==> config.mk <==
export PLATFORM = sky130hd
export DESIGN_NAME = json_string_unescape_flat
export DESIGN_NICKNAME = d
export VERILOG_FILES = /design/src/jsu_pkg.sv /design/src/jsu_if.sv /design/src/jsu_cfg.sv /design/src/jsu_decode.sv /design/src/jsu_outbuf.sv /design/src/json_string_unescape.sv /design/src/flat_wrapper.sv
export VERILOG_INCLUDE_DIRS = /design/src /design/src/src
export SDC_FILE = /design/constraint.sdc
export NUM_CORES = 1
export LEC_CHECK = 0
export BUFFER_PORTS_ARGS = -buffer_cell sky130_fd_sc_hd__buf_2
export CAP_MARGIN = 15
export CORE_UTILIZATION = 56
export CTS_CLUSTER_SIZE = 28
export DETAILED_ROUTE_END_ITERATION = 16
export GPL_TIMING_DRIVEN = 1
export PLACE_DENSITY = 0.79
export REMOVE_ABC_BUFFERS = 1
export SLEW_MARGIN = 20
export SYNTH_ARGS = -nofsm -noshare
export SYNTH_HDL_FRONTEND = slang
export SYNTH_HIERARCHICAL = 1
export SYNTH_SLANG_ARGS = --single-unit
==> constraint.sdc <==
create_clock -name i_clk -period 5.2 [get_ports i_clk]
set_clock_uncertainty 0.05 [all_clocks]
set_input_delay 1.04 -clock i_clk [delete_from_list [all_inputs] [get_ports i_clk]]
set_output_delay 1.04 -clock i_clk [all_outputs]
set_load 0.03 [all_outputs]
==> src/assert_macros.svh <==
// ----------------------------------------------------------------------------
// assert_macros.svh
// shared concurrent assertion macros for the rtl
// ----------------------------------------------------------------------------
`ifndef ASSERT_MACROS_SVH
`define ASSERT_MACROS_SVH

// same-cycle implication, disabled while reset is low
`define JSU_ASSERT_IMP(lbl, clk, rst_n, ante, cons) \
    lbl: assert property (@(posedge clk) disable iff (!rst_n) (ante) |-> (cons)) \
        else $error("same-cycle implication failed");

// next-cycle implication, disabled while reset is low
`define JSU_ASSERT_NXT(lbl, clk, rst_n, ante, cons) \
    lbl: assert property (@(posedge clk) disable iff (!rst_n) (ante) |=> (cons)) \
        else $error("next-cycle implication failed");

`endif

==> src/jsu_pkg.sv <==
// ----------------------------------------------------------------------------
// jsu_pkg
// types, constants and helper functions of the json string unescaper
// ----------------------------------------------------------------------------
package jsu_pkg;

    localparam int BYTE_W   = 8;
    localparam int UNIT_W   = 16;
    localparam int CP_W     = 21;
    localparam int MAX_RES  = 4;
    localparam int CNT_W    = 3;
    localparam int APB_AW   = 3;
    localparam int APB_DW   = 32;

    localparam logic [CP_W-1:0] SUPP_BASE = 21'h10000;

    // upper six bits of a surrogate code unit
    localparam logic [5:0] SURR_HIGH_TAG = 6'b110110;
    localparam logic [5:0] SURR_LOW_TAG  = 6'b110111;

    localparam logic [BYTE_W-1:0] CH_QUOTE  = 8'h22;
    localparam logic [BYTE_W-1:0] CH_SLASH  = 8'h2F;
    localparam logic [BYTE_W-1:0] CH_BSLASH = 8'h5C;
    localparam logic [BYTE_W-1:0] CH_ZERO   = 8'h30;
    localparam logic [BYTE_W-1:0] CH_B      = 8'h62;
    localparam logic [BYTE_W-1:0] CH_F      = 8'h66;
    localparam logic [BYTE_W-1:0] CH_N      = 8'h6E;
    localparam logic [BYTE_W-1:0] CH_R      = 8'h72;
    localparam logic [BYTE_W-1:0] CH_T      = 8'h74;
    localparam logic [BYTE_W-1:0] CH_U      = 8'h75;

    localparam logic [BYTE_W-1:0] BS_CODE  = 8'h08;
    localparam logic [BYTE_W-1:0] FF_CODE  = 8'h0C;
    localparam logic [BYTE_W-1:0] LF_CODE  = 8'h0A;
    localparam logic [BYTE_W-1:0] CR_CODE  = 8'h0D;
    localparam logic [BYTE_W-1:0] TAB_CODE = 8'h09;

    // register byte offset of the null-enable flag
    localparam logic [APB_AW-1:0] REG_NUL_EN = 3'd0;

    typedef enum logic [2:0] {
        MODE_NORMAL = 3'd0,
        MODE_ESC    = 3'd1,
        MODE_HEX1   = 3'd2,
        MODE_BS2    = 3'd3,
        MODE_U2     = 3'd4,
        MODE_HEX2   = 3'd5
    } t_mode;

    typedef enum logic [1:0] {
        KIND_DATA = 2'd0,
        KIND_END  = 2'd1,
        KIND_ERR  = 2'd2
    } t_kind;

    typedef enum logic [1:0] {
        ERR_NONE    = 2'd0,
        ERR_ESCAPE  = 2'd1,
        ERR_NULL    = 2'd2,
        ERR_UNICODE = 2'd3
    } t_err;

    typedef struct packed {
        t_mode             mode;
        logic [1:0]        hex_cnt;
        logic [UNIT_W-1:0] high;
        logic [UNIT_W-1:0] low;
    } t_dec_state;

    typedef struct packed {
        logic [MAX_RES-1:0][BYTE_W-1:0] bytes;
        logic [CNT_W-1:0]               n;
        t_kind                          kind;
        t_err                           code;
    } t_dec_res;

    typedef struct packed {
        logic             ready_in;
        logic [CNT_W-1:0] cnt;
    } t_ob_status;

    localparam t_dec_state ST_CLEAR = '{
        mode: MODE_NORMAL, hex_cnt: 2'd0, high: 16'h0000, low: 16'h0000};

    localparam t_dec_res RES_NONE = '{
        bytes: '0, n: 3'd0, kind: KIND_DATA, code: ERR_NONE};

    // {bad, value}: bad is set for a byte that is no hex digit
    function automatic logic [4:0] f_hex(input logic [BYTE_W-1:0] c);
        logic [4:0] r;
        if (c >= 8'h30 && c <= 8'h39) begin
            r = {1'b0, 4'(c - 8'h30)};
        end else if (c >= 8'h61 && c <= 8'h66) begin
            r = {1'b0, 4'(c - 8'h57)};
        end else if (c >= 8'h41 && c <= 8'h46) begin
            r = {1'b0, 4'(c - 8'h37)};
        end else begin
            r = 5'h10;
        end
        return r;
    endfunction

    function automatic t_dec_res f_word(input logic [BYTE_W-1:0] b, input t_kind k,
                                        input t_err e);
        t_dec_res r;
        r          = RES_NONE;
        r.bytes[0] = b;
        r.n        = 3'd1;
        r.kind     = k;
        r.code     = e;
        return r;
    endfunction

    // utf-8 encoding of a nonzero code point, lead byte in slot 0
    function automatic t_dec_res f_utf8(input logic [CP_W-1:0] cp);
        t_dec_res r;
        r = RES_NONE;
        if (cp < 21'h80) begin
            r.bytes[0] = cp[7:0];
            r.n        = 3'd1;
        end else if (cp < 21'h800) begin
            r.bytes[0] = {3'b110, cp[10:6]};
            r.bytes[1] = {2'b10, cp[5:0]};
            r.n        = 3'd2;
        end else if (cp < SUPP_BASE) begin
            r.bytes[0] = {4'b1110, cp[15:12]};
            r.bytes[1] = {2'b10, cp[11:6]};
            r.bytes[2] = {2'b10, cp[5:0]};
            r.n        = 3'd3;
        end else begin
            r.bytes[0] = {5'b11110, cp[20:18]};
            r.bytes[1] = {2'b10, cp[17:12]};
            r.bytes[2] = {2'b10, cp[11:6]};
            r.bytes[3] = {2'b10, cp[5:0]};
            r.n        = 3'd4;
        end
        return r;
    endfunction

endpackage

==> src/jsu_if.sv <==
// ----------------------------------------------------------------------------
// jsu_in_if / jsu_out_if
// valid/ready stream channels of the json string unescaper
// ----------------------------------------------------------------------------
interface jsu_in_if;
    logic       valid;
    logic       ready;
    logic [7:0] in_byte;

    modport source (output valid, output in_byte, input ready);
    modport sink   (input valid, input in_byte, output ready);
endinterface

interface jsu_out_if;
    logic       valid;
    logic       ready;
    logic [7:0] out_byte;
    logic [1:0] kind;
    logic [1:0] error_code;
    logic       last;

    modport source (output valid, output out_byte, output kind, output error_code,
                    output last, input ready);
    modport sink   (input valid, input out_byte, input kind, input error_code,
                    input last, output ready);
endinterface

==> src/jsu_cfg.sv <==
// ----------------------------------------------------------------------------
// jsu_cfg
// apb register file holding the null-enable flag
// ----------------------------------------------------------------------------
module jsu_cfg
    import jsu_pkg::*;
(
    input  logic              i_clk,
    input  logic              i_rst_n,
    input  logic              psel,
    input  logic              penable,
    input  logic              pwrite,
    input  logic [APB_AW-1:0] paddr,
    input  logic [APB_DW-1:0] pwdata,
    output logic [APB_DW-1:0] prdata,
    output logic              pready,
    output logic              o_nul_en
);

    logic r_nul_en;
    logic wr_en;

    // register index is paddr / 4, only index zero exists
    assign wr_en = psel && penable && pwrite && (paddr[APB_AW-1:2] == REG_NUL_EN[APB_AW-1:2]);

    always_ff @(posedge i_clk) begin
        if (!i_rst_n) begin
            r_nul_en <= 1'b0;
        end else if (wr_en) begin
            r_nul_en <= pwdata[0];
        end
    end

    always_comb begin
        prdata = '0;
        if (paddr[APB_AW-1:2] == REG_NUL_EN[APB_AW-1:2]) begin
            prdata[0] = r_nul_en;
        end
    end

    assign pready   = 1'b1;
    assign o_nul_en = r_nul_en;

endmodule

==> src/jsu_decode.sv <==
// ----------------------------------------------------------------------------
// jsu_decode
// escape decoder: mode state register and per-byte result logic
// ----------------------------------------------------------------------------
module jsu_decode
    import jsu_pkg::*;
(
    input  logic              i_clk,
    input  logic              i_rst_n,
    input  logic              i_accept,
    input  logic [BYTE_W-1:0] i_byte,
    input  logic              i_nul_en,
    output t_dec_res          o_res,
    output t_mode             o_mode
);

    t_dec_state        r_state;
    t_dec_state        n_state;
    t_dec_res          res;
    logic [4:0]        hexd;
    logic [UNIT_W-1:0] unit_hi;
    logic [UNIT_W-1:0] unit_lo;
    logic [CP_W-1:0]   cp;
    logic              do_cp;

    always_ff @(posedge i_clk) begin
        if (!i_rst_n) begin
            r_state <= ST_CLEAR;
        end else if (i_accept) begin
            r_state <= n_state;
        end
    end

    assign hexd    = f_hex(i_byte);
    assign unit_hi = {r_state.high[UNIT_W-5:0], hexd[3:0]};
    assign unit_lo = {r_state.low[UNIT_W-5:0], hexd[3:0]};

    always_comb begin
        n_state = r_state;
        res     = RES_NONE;
        cp      = '0;
        do_cp   = 1'b0;
        unique case (r_state.mode)
            MODE_ESC: begin
                n_state = ST_CLEAR;
                unique case (i_byte)
                    CH_QUOTE, CH_SLASH, CH_BSLASH: res = f_word(i_byte, KIND_DATA, ERR_NONE);
                    CH_B: res = f_word(BS_CODE, KIND_DATA, ERR_NONE);
                    CH_F: res = f_word(FF_CODE, KIND_DATA, ERR_NONE);
                    CH_N: res = f_word(LF_CODE, KIND_DATA, ERR_NONE);
                    CH_R: res = f_word(CR_CODE, KIND_DATA, ERR_NONE);
                    CH_T: res = f_word(TAB_CODE, KIND_DATA, ERR_NONE);
                    CH_ZERO: begin
                        if (i_nul_en) begin
                            res = f_word(8'h00, KIND_DATA, ERR_NONE);
                        end else begin
                            res = f_word(8'h00, KIND_ERR, ERR_NULL);
                        end
                    end
                    CH_U: n_state.mode = MODE_HEX1;
                    default: res = f_word(8'h00, KIND_ERR, ERR_ESCAPE);
                endcase
            end
            MODE_HEX1: begin
                if (hexd[4]) begin
                    n_state = ST_CLEAR;
                    res     = f_word(8'h00, KIND_ERR, ERR_UNICODE);
                end else begin
                    n_state.high = unit_hi;
                    if (r_state.hex_cnt != 2'd3) begin
                        n_state.hex_cnt = r_state.hex_cnt + 2'd1;
                    end else begin
                        n_state.hex_cnt = 2'd0;
                        if (unit_hi[15:10] == SURR_LOW_TAG) begin
                            n_state = ST_CLEAR;
                            res     = f_word(8'h00, KIND_ERR, ERR_UNICODE);
                        end else if (unit_hi[15:10] == SURR_HIGH_TAG) begin
                            n_state.mode = MODE_BS2;
                        end else begin
                            do_cp = 1'b1;
                            cp    = {5'd0, unit_hi};
                        end
                    end
                end
            end
            MODE_BS2: begin
                if (i_byte != CH_BSLASH) begin
                    n_state = ST_CLEAR;
                    res     = f_word(8'h00, KIND_ERR, ERR_UNICODE);
                end else begin
                    n_state.mode = MODE_U2;
                end
            end
            MODE_U2: begin
                if (i_byte != CH_U) begin
                    n_state = ST_CLEAR;
                    res     = f_word(8'h00, KIND_ERR, ERR_UNICODE);
                end else begin
                    n_state.mode    = MODE_HEX2;
                    n_state.hex_cnt = 2'd0;
                    n_state.low     = '0;
                end
            end
            MODE_HEX2: begin
                if (hexd[4]) begin
                    n_state = ST_CLEAR;
                    res     = f_word(8'h00, KIND_ERR, ERR_UNICODE);
                end else begin
                    n_state.low = unit_lo;
                    if (r_state.hex_cnt != 2'd3) begin
                        n_state.hex_cnt = r_state.hex_cnt + 2'd1;
                    end else if (unit_lo[15:10] != SURR_LOW_TAG) begin
                        n_state = ST_CLEAR;
                        res     = f_word(8'h00, KIND_ERR, ERR_UNICODE);
                    end else begin
                        do_cp = 1'b1;
                        cp    = SUPP_BASE + {1'b0, r_state.high[9:0], unit_lo[9:0]};
                    end
                end
            end
            default: begin
                // normal body, stray codes included
                n_state = ST_CLEAR;
                if (i_byte == CH_BSLASH) begin
                    n_state.mode = MODE_ESC;
                end else if (i_byte == CH_QUOTE) begin
                    res = f_word(8'h00, KIND_END, ERR_NONE);
                end else if (i_byte == 8'h00 && !i_nul_en) begin
                    res = f_word(8'h00, KIND_ERR, ERR_NULL);
                end else begin
                    res = f_word(i_byte, KIND_DATA, ERR_NONE);
                end
            end
        endcase

        if (do_cp) begin
            n_state = ST_CLEAR;
            if (cp == '0) begin
                if (i_nul_en) begin
                    res = f_word(8'h00, KIND_DATA, ERR_NONE);
                end else begin
                    res = f_word(8'h00, KIND_ERR, ERR_NULL);
                end
            end else begin
                res = f_utf8(cp);
            end
        end
    end

    assign o_res  = res;
    assign o_mode = r_state.mode;

endmodule

==> src/jsu_outbuf.sv <==
// ----------------------------------------------------------------------------
// jsu_outbuf
// result register that drains up to four words, one per cycle while the sink is ready
// ----------------------------------------------------------------------------
module jsu_outbuf
    import jsu_pkg::*;
(
    input  logic             i_clk,
    input  logic             i_rst_n,
    input  logic             i_load,
    input  t_dec_res         i_res,
    jsu_out_if.source        o_out,
    output t_ob_status       o_status
);

    logic [MAX_RES-1:0][BYTE_W-1:0] r_bytes;
    t_kind                          r_kind;
    t_err                           r_code;
    logic [CNT_W-1:0]               r_cnt;
    logic                           take;

    assign take = o_out.valid && o_out.ready;

    always_ff @(posedge i_clk) begin
        if (!i_rst_n) begin
            r_cnt <= '0;
        end else if (i_load) begin
            r_cnt <= i_res.n;
        end else if (take) begin
            r_cnt <= r_cnt - 3'd1;
        end
    end

    always_ff @(posedge i_clk) begin
        if (i_load) begin
            r_bytes <= i_res.bytes;
            r_kind  <= i_res.kind;
            r_code  <= i_res.code;
        end else if (take) begin
            r_bytes <= {8'h00, r_bytes[MAX_RES-1:1]};
        end
    end

    assign o_out.valid      = (r_cnt != '0);
    assign o_out.out_byte   = r_bytes[0];
    assign o_out.kind       = r_kind;
    assign o_out.error_code = r_code;
    assign o_out.last       = (r_cnt == 3'd1);

    // free when empty or when the final word leaves this cycle
    assign o_status.ready_in = (r_cnt == '0) || ((r_cnt == 3'd1) && o_out.ready);
    assign o_status.cnt      = r_cnt;

endmodule

==> src/json_string_unescape.sv <==
// an accepted byte has its result words loaded into the result register by the accepting edge
// throughput: one input byte per cycle when each byte yields at most one word and the sink is
// ready; a \u escape that ends in an n-byte utf-8 sequence holds input ready low until the
// last word is leaving the single result register, draining one word per cycle if the sink is ready
// reset: synchronous, active low; clears decode mode, result count and the null-enable flag
// ----------------------------------------------------------------------------
// json_string_unescape
// json string body unescaper with utf-8 output of \u escapes
// ----------------------------------------------------------------------------
`include "assert_macros.svh"

module json_string_unescape
    import jsu_pkg::*;
(
    input  logic              i_clk,
    input  logic              i_rst_n,
    jsu_in_if.sink            i_in,
    jsu_out_if.source         o_out,
    input  logic              psel,
    input  logic              penable,
    input  logic              pwrite,
    input  logic [APB_AW-1:0] paddr,
    input  logic [APB_DW-1:0] pwdata,
    output logic [APB_DW-1:0] prdata,
    output logic              pready
);

    logic       nul_en;
    logic       in_accept;
    t_dec_res   dec_res;
    t_mode      dec_mode;
    t_ob_status ob_status;

    // configuration register, to be written only while the stream is idle; the block does not enforce this
    jsu_cfg u_cfg (
        .i_clk    (i_clk),
        .i_rst_n  (i_rst_n),
        .psel     (psel),
        .penable  (penable),
        .pwrite   (pwrite),
        .paddr    (paddr),
        .pwdata   (pwdata),
        .prdata   (prdata),
        .pready   (pready),
        .o_nul_en (nul_en)
    );

    // a word is taken whenever the result register is free after this edge
    assign i_in.ready = ob_status.ready_in;
    assign in_accept  = i_in.valid && i_in.ready;

    // decoder: state advances only on an accepted word, results computed in the same cycle
    jsu_decode u_decode (
        .i_clk    (i_clk),
        .i_rst_n  (i_rst_n),
        .i_accept (in_accept),
        .i_byte   (i_in.in_byte),
        .i_nul_en (nul_en),
        .o_res    (dec_res),
        .o_mode   (dec_mode)
    );

    // result register, loaded with all words of one input byte at once
    jsu_outbuf u_outbuf (
        .i_clk    (i_clk),
        .i_rst_n  (i_rst_n),
        .i_load   (in_accept),
        .i_res    (dec_res),
        .o_out    (o_out),
        .o_status (ob_status)
    );

    // no new word while more than one result word is still waiting
    `JSU_ASSERT_IMP(a_busy_blocks_input, i_clk, i_rst_n, ob_status.cnt > 3'd1, !i_in.ready)
    // end and error results are always single words
    `JSU_ASSERT_IMP(a_nondata_is_last, i_clk, i_rst_n, o_out.valid && (o_out.kind != KIND_DATA), o_out.last)
    // an error drops the decoder back to normal body mode
    `JSU_ASSERT_NXT(a_err_clears_mode, i_clk, i_rst_n, in_accept && (dec_res.kind == KIND_ERR), dec_mode == MODE_NORMAL)
    // a word with no result leaves the result register empty
    `JSU_ASSERT_NXT(a_silent_word_empty, i_clk, i_rst_n, in_accept && (dec_res.n == 3'd0), ob_status.cnt == 3'd0)

endmodule

==> src/flat_wrapper.sv <==
// flat-port wrapper written by rule: the top's interface ports become plain ports
module json_string_unescape_flat import jsu_pkg::*;
  (i_clk, i_rst_n, psel, penable, pwrite, paddr, pwdata, prdata, pready, i_in_valid, i_in_in_byte, i_in_ready, o_out_valid, o_out_out_byte, o_out_kind, o_out_error_code, o_out_last, o_out_ready);
  jsu_in_if i_in_i ();
  jsu_out_if o_out_i ();
  input  logic i_clk;
  input  logic i_rst_n;
  input  logic psel;
  input  logic penable;
  input  logic pwrite;
  input  logic [APB_AW-1:0] paddr;
  input  logic [APB_DW-1:0] pwdata;
  output logic [APB_DW-1:0] prdata;
  output logic pready;
  input wire logic [$bits(i_in_i.valid)-1:0] i_in_valid;
  input wire logic [$bits(i_in_i.in_byte)-1:0] i_in_in_byte;
  output wire logic [$bits(i_in_i.ready)-1:0] i_in_ready;
  output wire logic [$bits(o_out_i.valid)-1:0] o_out_valid;
  output wire logic [$bits(o_out_i.out_byte)-1:0] o_out_out_byte;
  output wire logic [$bits(o_out_i.kind)-1:0] o_out_kind;
  output wire logic [$bits(o_out_i.error_code)-1:0] o_out_error_code;
  output wire logic [$bits(o_out_i.last)-1:0] o_out_last;
  input wire logic [$bits(o_out_i.ready)-1:0] o_out_ready;
  assign i_in_i.valid = i_in_valid;
  assign i_in_i.in_byte = i_in_in_byte;
  assign i_in_ready = i_in_i.ready;
  assign o_out_valid = o_out_i.valid;
  assign o_out_out_byte = o_out_i.out_byte;
  assign o_out_kind = o_out_i.kind;
  assign o_out_error_code = o_out_i.error_code;
  assign o_out_last = o_out_i.last;
  assign o_out_i.ready = o_out_ready;
  json_string_unescape u_core (.i_clk(i_clk), .i_rst_n(i_rst_n), .i_in(i_in_i), .o_out(o_out_i), .psel(psel), .penable(penable), .pwrite(pwrite), .paddr(paddr), .pwdata(pwdata), .prdata(prdata), .pready(pready));
endmodule
==> results of run 1 <==
## final cells by class
type	count	area [um2]	share of cell area (%)
flip-flops and latches	69	1740	31.7
multi-input cells	465	3100	56.4
clock inverters	7	105	1.91
well taps	129	161	2.94
repair buffers	38	205	3.74
clock buffers	9	124	2.26
inverters	14	57.6	1.05
## per-stage QoR
| stage | worst slack, ns | std cells |
|---|---|---|
| 6_report | 1.27 | 731 |
| 5_1_grt | 1.15 | 731 |
| 4_1_cts | 1.36 | 731 |
| 3_5_place_dp | 0.943 | 715 |
| 3_3_place_gp | 0.932 | 715 |
| 2_1_floorplan | 1.42 | 548 |
## cell usage in the layout (no fill, tap or decap), types with 3 or more instances in the layout
cell type,n
nand2_1,60
edfxtp_1,36
conb_1,35
dfxtp_1,33
nand3_1,33
buf_2,32
nor2_1,32
a21oi_1,30
o21ai_0,26
mux2_2,26
nor3_1,20
and2_1,13
inv_1,11
ha_1,10
clkbuf_8,9
mux2i_1,8
a21boi_0,8
or3_1,8
nor4_1,8
buf_4,6
a22oi_1,6
nor2b_1,5
nand3b_1,5
or4_1,5
a211oi_1,5
a21o_1,5
o211ai_1,5
o221ai_1,5
and3_1,4
nor3b_1,4
nand4b_1,4
a41oi_1,4
nand4_1,4
a22o_1,4
a31oi_1,4
o22ai_1,4
inv_6,3
nand4bb_1,3
or2_2,3
o41ai_1,3
## worst min-delay path, stage by stage (launching register included)
cell and delay (ns):
dfxtp_1 0.31, o21ai_0 0.06, a21boi_1 0.06
## layer usage
layer / up-vias / global-route usage (%) / part of all wire [%]
met3: 43 / 5.76 / 7.0
li1: 2145 / - / -
met1: 2215 / 35.5 / 43
met5: - / 0 / 0
met4: 0 / 11.8 / 3.4
met2: 203 / 42.7 / 47
## power groups by stage
stage,clock (W),combinational [W],sequential [W]
detailed placement,0,0.000477,0.000763
finish,0.000508,0.000479,0.000748
global placement,0,0.000467,0.000756
CTS,0.000518,0.000479,0.000750
floorplan,0,0.000288,0.000826
global route,0.000537,0.000516,0.000758
## registers in the layout (all words and copies together), names as in the netlist
signal and count:
u_core/u_decode/r_state 26, u_core/u_outbuf/r_bytes 24, u_core/u_outbuf/o_out.out_byte 8, u_core/u_decode/o_mode 3
u_core/u_outbuf/r_cnt 3, u_core/u_outbuf/o_out.error_code 2, u_core/u_outbuf/o_out.kind 2, u_core/u_cfg/o_nul_en 1
## how the worst min path moves through the flow
stage,slack (ns),endpoint,startpoint
floorplan,0.39,u_core/u_decode/r_state[9]$_SDFFE_PN0P_,u_core/u_decode/r_state[9]$_SDFFE_PN0P_
global placement,0.41,u_core/u_decode/r_state[11]$_SDFFE_PN0P_,u_core/u_decode/r_state[11]$_SDFFE_PN0P_
detailed placement,0.42,u_core/u_decode/r_state[11]$_SDFFE_PN0P_,u_core/u_decode/r_state[11]$_SDFFE_PN0P_
CTS,0.43,u_core/u_decode/r_state[11]$_SDFFE_PN0P_,u_core/u_decode/r_state[11]$_SDFFE_PN0P_
global route,0.46,u_core/u_decode/r_state[8]$_SDFFE_PN0P_,u_core/u_decode/r_state[8]$_SDFFE_PN0P_
finish,0.43,u_core/u_decode/r_state[11]$_SDFFE_PN0P_,u_core/u_decode/r_state[11]$_SDFFE_PN0P_
==> out/results.md, run 1 <==
| Quantity | Reported |
|---|---|
| Crit path buffers/inverters | 2 |
| Routability Congestion | 0.985 |
| Number of remaining DRC errors | 0 |
| Flop2flop setup slack | 1.69 ns |
| Initial DRT Pass Iterations | 5 |
| Level count of the clock H-tree | 3 |
| Min-Delay Path Class | reg -> reg |
| Final cell utilization of the core | 59.4% |
| Final Total Pwr | 0.00174 W |
| Data arrival time of the worst path | 4.00 ns |
| Proportion of power drawn by the clock network | 29.3% |
| Final period utilization | 75.7% |
| Number of clock sinks | 69 |
| Die X | 99.7 um |
| Relative max-transition margin | 34.1% |
| Placed cell area | 5260 um2 |
| Detail Placement HPWL | 9440 um |
| P_int | 0.00115 W |
| Number of port buffers | 32 |
| GRT overflow | 0 |
| Largest net degree at the start of global routing | 42 |
| Stage delay of the slowest cell on the critical path | 0.79 ns |
| R2R cell count | 9 |
| Outcome | finished, final reports clean |
| Required time of the critical path | 5.26 ns |
| Clock tree from TritonCTS | built |
| Fmax | 254 MHz |
| Count of standard-cell rows | 35 |
| Post-layout min period | 3.93 ns |
| DRT antenna net count | 0 |
| Switch Pwr | 0.000581 W |
| Combinational group share of total power | 27.6% |
| Pins over their slew limit | 0 |
| Area enclosed by the die boundary | 9940 um2 |
| Gate count after technology mapping | 602 |
| Antenna Cells | 0 |
| Maximum fanout encountered on the critical timing path | 13 |
| Unrepaired setup endpoints after global routing | false |
| Finish-stage setup viols | 0 |
| Number of DRC violations after detailed-routing iteration 0 | 341 |
| Cell count along the critical path | 10 |
| Beginning of the critical path | i_in_in_byte[0] |
| Sw Ratio | 33.5% |
| Slowest CP cell | nor2_1 |
| Clock latency of the later-clocked register in the worst-skew pair | 0.35 ns |
| CP Capture Point | u_core/u_outbuf/o_out.out_byte[1]$_DFFE_PP_ |
| Layout cell share with drive strength beyond 1 | 19.6% |
| Crit path kind | in -> reg |
| Die Y | 99.7 um |
| Final count of hold timing violations | 0 |
| Power per Cell Area | 316 nW/um2 |
| Hold buffers post-CTS | 0 |
| Synth warnings | 6 |
| Element type at the critical path start | primary input |
| Total wire length after detailed routing | 13100 um |
| Syn avg cell area | 8.88 um2 |
| Worst IR drop on VDD | 0.160 mV |
| Global Route Usage Sum | 27.0% |
| Number of vias after detailed routing | 4606 |
| Number of antenna violations at the first check in global routing | 0 |
| Number of cells traversed by the worst hold path | 2 |
| Routed length per instance | 17.9 um |
| IO Count | 98 |
| Hold slack | 0.428 ns |
| Cell area after synthesis | 5350 um2 |
| Core footprint | 9240 um2 |
| Buffers inserted by post-CTS timing repair | 0 |
| Area added between synthesis and finish | 2.74% |
| Kind of end point of the critical path | flip-flop |
| Num CTS Buffers | 9 |
| Total number of nets in the final design | 657 |
| Start of the worst register-to-register path | u_core/u_decode/r_state[22]$_SDFFE_PN0P_ |
| Clock Root Buffer | clkbuf_8 |
| Leakage power | 2.00 nW |
| Deepest clock path buffer count | 2 |
| Setup TNS | 0 ns |
| Post-cts sizing count | 0 |
| Cell family with most CP delay | simple AND/OR/NAND/NOR gates |
| Part of the power in registers | 43.1% |
| Initial Util | 57.8% |
| Via count normalized by instance count | 6.30 |
| Global-route wire length before repair | 20900 um |
| Clock slew seen by the registers of the worst setup and hold paths | 0.08 ns |
| Vias in the first global route | 4107 |
| Design Area, Final | 5490 um2 |
| Max-cap check violation count | 0 |
| Slew at the pin closest to its max-slew limit | 0.986 ns |
| RR Endpoint | u_core/u_outbuf/o_out.out_byte[1]$_DFFE_PP_ |
| Count of fill cells added during filler insertion | 824 |
| Series of cell instances along the critical path | buf_2 > inv_1 > ha_1 > or3b_1 > a31oi_4 > nor2_1 > o31a_4 > nor3_2 > a221o_1 > mux2_2 |
Note: power is estimated with default switching activity, not from simulation.
==> inputs of run 2 (changes only) <==
clock period = 3.7 ns   (was 5.2 ns; I/O delays follow)
==> run 2 against run 1 <==
Against the previous run:
- sequential cell count did not move
- combinational power grew 43%
- cell count is 3.3% higher
- setup slack got worse by 0.78 ns
- critical path type is now reg -> reg
==> out/results.md, run 2 (same netlist as run 1, synthesis figures left out) <==
| Quantity | Reported | vs previous |
|---|---|---|
| Outcome | finished, final reports clean | unchanged |
| Slowest CP cell | ha_1 | was nor2_1 |
| Clock latency of the later-clocked register in the worst-skew pair | 0.36 ns | was 0.35 ns |
| Antenna Cells | 0 | unchanged |
| Series of cell instances along the critical path | ha_1 > nand4b_4 > nor4_1 > o211ai_1 > buf_4 > a2111oi_2 > o221ai_1 > mux2_2 | was buf_2 > inv_1 > ha_1 > or3b_1 > a31oi_4 > nor2_1 > o31a_4 > nor3_2 > a221o_1 > mux2_2 |
| Level count of the clock H-tree | 3 | unchanged |
| Start of the worst register-to-register path | u_core/u_decode/r_state[32]$_SDFFE_PN0P_ | was u_core/u_decode/r_state[22]$_SDFFE_PN0P_ |
| Slew at the pin closest to its max-slew limit | 0.970 ns | was 0.986 ns |
| Setup TNS | 0 ns | unchanged |
| Relative max-transition margin | 35.4% | was 34.1% |
| Worst IR drop on VDD | 0.252 mV | was 0.160 mV |
| Number of DRC violations after detailed-routing iteration 0 | 467 | was 341 |
| Number of remaining DRC errors | 0 | unchanged |
| Post-layout min period | 3.22 ns |  |
| Post-cts sizing count | 0 | unchanged |
| Count of fill cells added during filler insertion | 807 | was 824 |
| Min-Delay Path Class | reg -> reg | unchanged |
| Buffers inserted by post-CTS timing repair | 0 | unchanged |
| DRT antenna net count | 0 | unchanged |
| Fmax | 311 MHz |  |
| Final Total Pwr | 0.00244 W | was 0.00174 W |
| Finish-stage setup viols | 0 | unchanged |
| Area added between synthesis and finish | 6.16% | was 2.74% |
| Layout cell share with drive strength beyond 1 | 22.7% | was 19.6% |
| Leading cell types in the layout, fill and taps excluded | nand2_1, edfxtp_1, conb_1, dfxtp_1, nand3_1 | unchanged |
| Most common cell after layout, fill and taps aside | nand2_1 | unchanged |
| Number of port buffers | 32 | unchanged |
| Max-cap check violation count | 0 | unchanged |
| Maximum fanout encountered on the critical timing path | 10 | was 13 |
| Flop2flop setup slack | 0.48 ns | was 1.69 ns |
| CP Capture Point | u_core/u_outbuf/o_out.out_byte[0]$_DFFE_PP_ | was u_core/u_outbuf/o_out.out_byte[1]$_DFFE_PP_ |
| Worst slack at placement | 0.157 ns | was 0.943 ns |
| Number of clock sinks | 69 | unchanged |
| Count of standard-cell rows | 35 | unchanged |
| Global-route wire length before repair | 21400 um | was 20900 um |
| Unrepaired setup endpoints after global routing | false | unchanged |
| RR Endpoint | u_core/u_outbuf/o_out.out_byte[0]$_DFFE_PP_ | was u_core/u_outbuf/o_out.out_byte[1]$_DFFE_PP_ |
| Die Y | 99.7 um | unchanged |
| Area enclosed by the die boundary | 9940 um2 | unchanged |
| Placed cell count | 739 | was 715 |
| Vias in the first global route | 4205 | was 4107 |
| Number of antenna violations at the first check in global routing | 0 | unchanged |
| Beginning of the critical path | u_core/u_decode/r_state[32]$_SDFFE_PN0P_ | was i_in_in_byte[0] |
| Worst path setup slack after routing | 0.482 ns | was 1.27 ns |
| Initial DRT Pass Iterations | 5 | unchanged |
| Num CTS Buffers | 9 | unchanged |
| Routed length per instance | 17.7 um | was 17.9 um |
| Final period utilization | 87.0% |  |
| Power per Cell Area | 429 nW/um2 | was 316 nW/um2 |
| Largest register by flop count | u_core/u_decode/r_state | unchanged |
| Clock Root Buffer | clkbuf_8 | unchanged |
| Total wire length after detailed routing | 13400 um | was 13100 um |
| Required time of the critical path | 3.77 ns | was 5.26 ns |
| Final standard cell count with taps included and fillers excluded | 755 | was 731 |
| Stage delay of the slowest cell on the critical path | 0.49 ns | was 0.79 ns |
| Clock slew seen by the registers of the worst setup and hold paths | 0.08 ns | about the same |
| Routability Congestion | 0.955 | was 0.985 |
| Core footprint | 9240 um2 | unchanged |
| Deepest clock path buffer count | 2 | unchanged |
| Detail Placement HPWL | 9780 um | was 9440 um |
| Element type at the critical path start | flip-flop | was primary input |
| Clock tree from TritonCTS | built | unchanged |
| Via count normalized by instance count | 6.18 | was 6.30 |
| Hold buffers post-CTS | 0 | unchanged |
| R2R cell count | 8 | was 9 |
| GRT overflow | 0 | unchanged |
| Die X | 99.7 um | unchanged |
| Kind of end point of the critical path | flip-flop | unchanged |
| Initial Util | 57.8% | unchanged |
| Number of vias after detailed routing | 4666 | was 4606 |
| Final count of hold timing violations | 0 | unchanged |
| Number of flip-flops in the largest register | 26 | unchanged |
| Largest net degree at the start of global routing | 36 | was 42 |
| Leakage power | 2.12 nW | was 2.00 nW |
| Crit path kind | reg -> reg | was in -> reg |
| Global Route Usage Sum | 27.7% | was 27.0% |
| Pins over their slew limit | 0 | unchanged |
| Data arrival time of the worst path | 3.29 ns | was 4.00 ns |
| Total number of nets in the final design | 681 | was 657 |
| IO Count | 98 | unchanged |
-- run 2: changes by cell type in the layout (fill, tap and decap cells not counted), sizes merged --
cell / delta
inv: -3
clkinv: +4
buf: +24
clkinvlp: -1
-- run 2: per-layer routing --
layer / vias up / global-route usage (%) / share of wire, %
met1: 2237 / 36.3 / 43
li1: 2196 / - / -
met3: 31 / 5.27 / 6.6
met2: 202 / 45.3 / 48
met5: - / 0 / 0
met4: 0 / 10.4 / 2.4
-- run 2: worst min-delay path by stage --
stage / to / start / depth (start not counted) / slack (ns)
2_1_floorplan: u_core/u_decode/r_state[9]$_SDFFE_PN0P_ / u_core/u_decode/r_state[9]$_SDFFE_PN0P_ / 2 / 0.39
3_3_place_gp: u_core/u_decode/r_state[9]$_SDFFE_PN0P_ / u_core/u_decode/r_state[9]$_SDFFE_PN0P_ / 2 / 0.41
3_5_place_dp: u_core/u_decode/r_state[10]$_SDFFE_PN0P_ / u_core/u_decode/r_state[10]$_SDFFE_PN0P_ / 2 / 0.42
4_1_cts: u_core/u_decode/r_state[11]$_SDFFE_PN0P_ / u_core/u_decode/r_state[11]$_SDFFE_PN0P_ / 2 / 0.43
5_1_grt: u_core/u_decode/r_state[11]$_SDFFE_PN0P_ / u_core/u_decode/r_state[11]$_SDFFE_PN0P_ / 2 / 0.48
6_report: u_core/u_decode/r_state[11]$_SDFFE_PN0P_ / u_core/u_decode/r_state[11]$_SDFFE_PN0P_ / 2 / 0.43
-- run 2: final cells by class --
class / count / area [um2] / share of cell area, %
clock buffers: 9 / 124 / 2.18
clock inverters: 7 / 98.8 / 1.74
inverters: 14 / 57.6 / 1.01
multi-input cells: 465 / 3110 / 54.7
flip-flops and latches: 69 / 1740 / 30.7
well taps: 129 / 161 / 2.84
repair buffers: 62 / 385 / 6.79
-- run 2: worst max-delay path: cells and delay by family (launching register included) --
| kind | cells | cell delay [ns] |
|---|---|---|
| compound gates | 3 | 0.87 |
| simple gates | 2 | 0.68 |
| fa+ha+maj | 1 | 0.49 |
| flops | 1 | 0.36 |
| mux | 1 | 0.29 |
| buf+inv | 1 | 0.23 |
-- run 2: report_power, final --
group,internal (W),switching (W)
clock,0.000384,0.000311
combinational,0.000231,0.000455
sequential,0.00101,0.0000404
-- run 2: metrics by stage --
| stage | utilization, % | hold WS (ns) | area [um2] |
|---|---|---|---|
| floorplan | - | 0.394 | 4890 |
| global placement | 58.9 | 0.409 | 5440 |
| detailed placement | 58.9 | 0.422 | 5440 |
| CTS | 61.3 | 0.434 | 5670 |
| global route | 61.4 | 0.476 | 5670 |
| finish | 61.4 | 0.432 | 5670 |
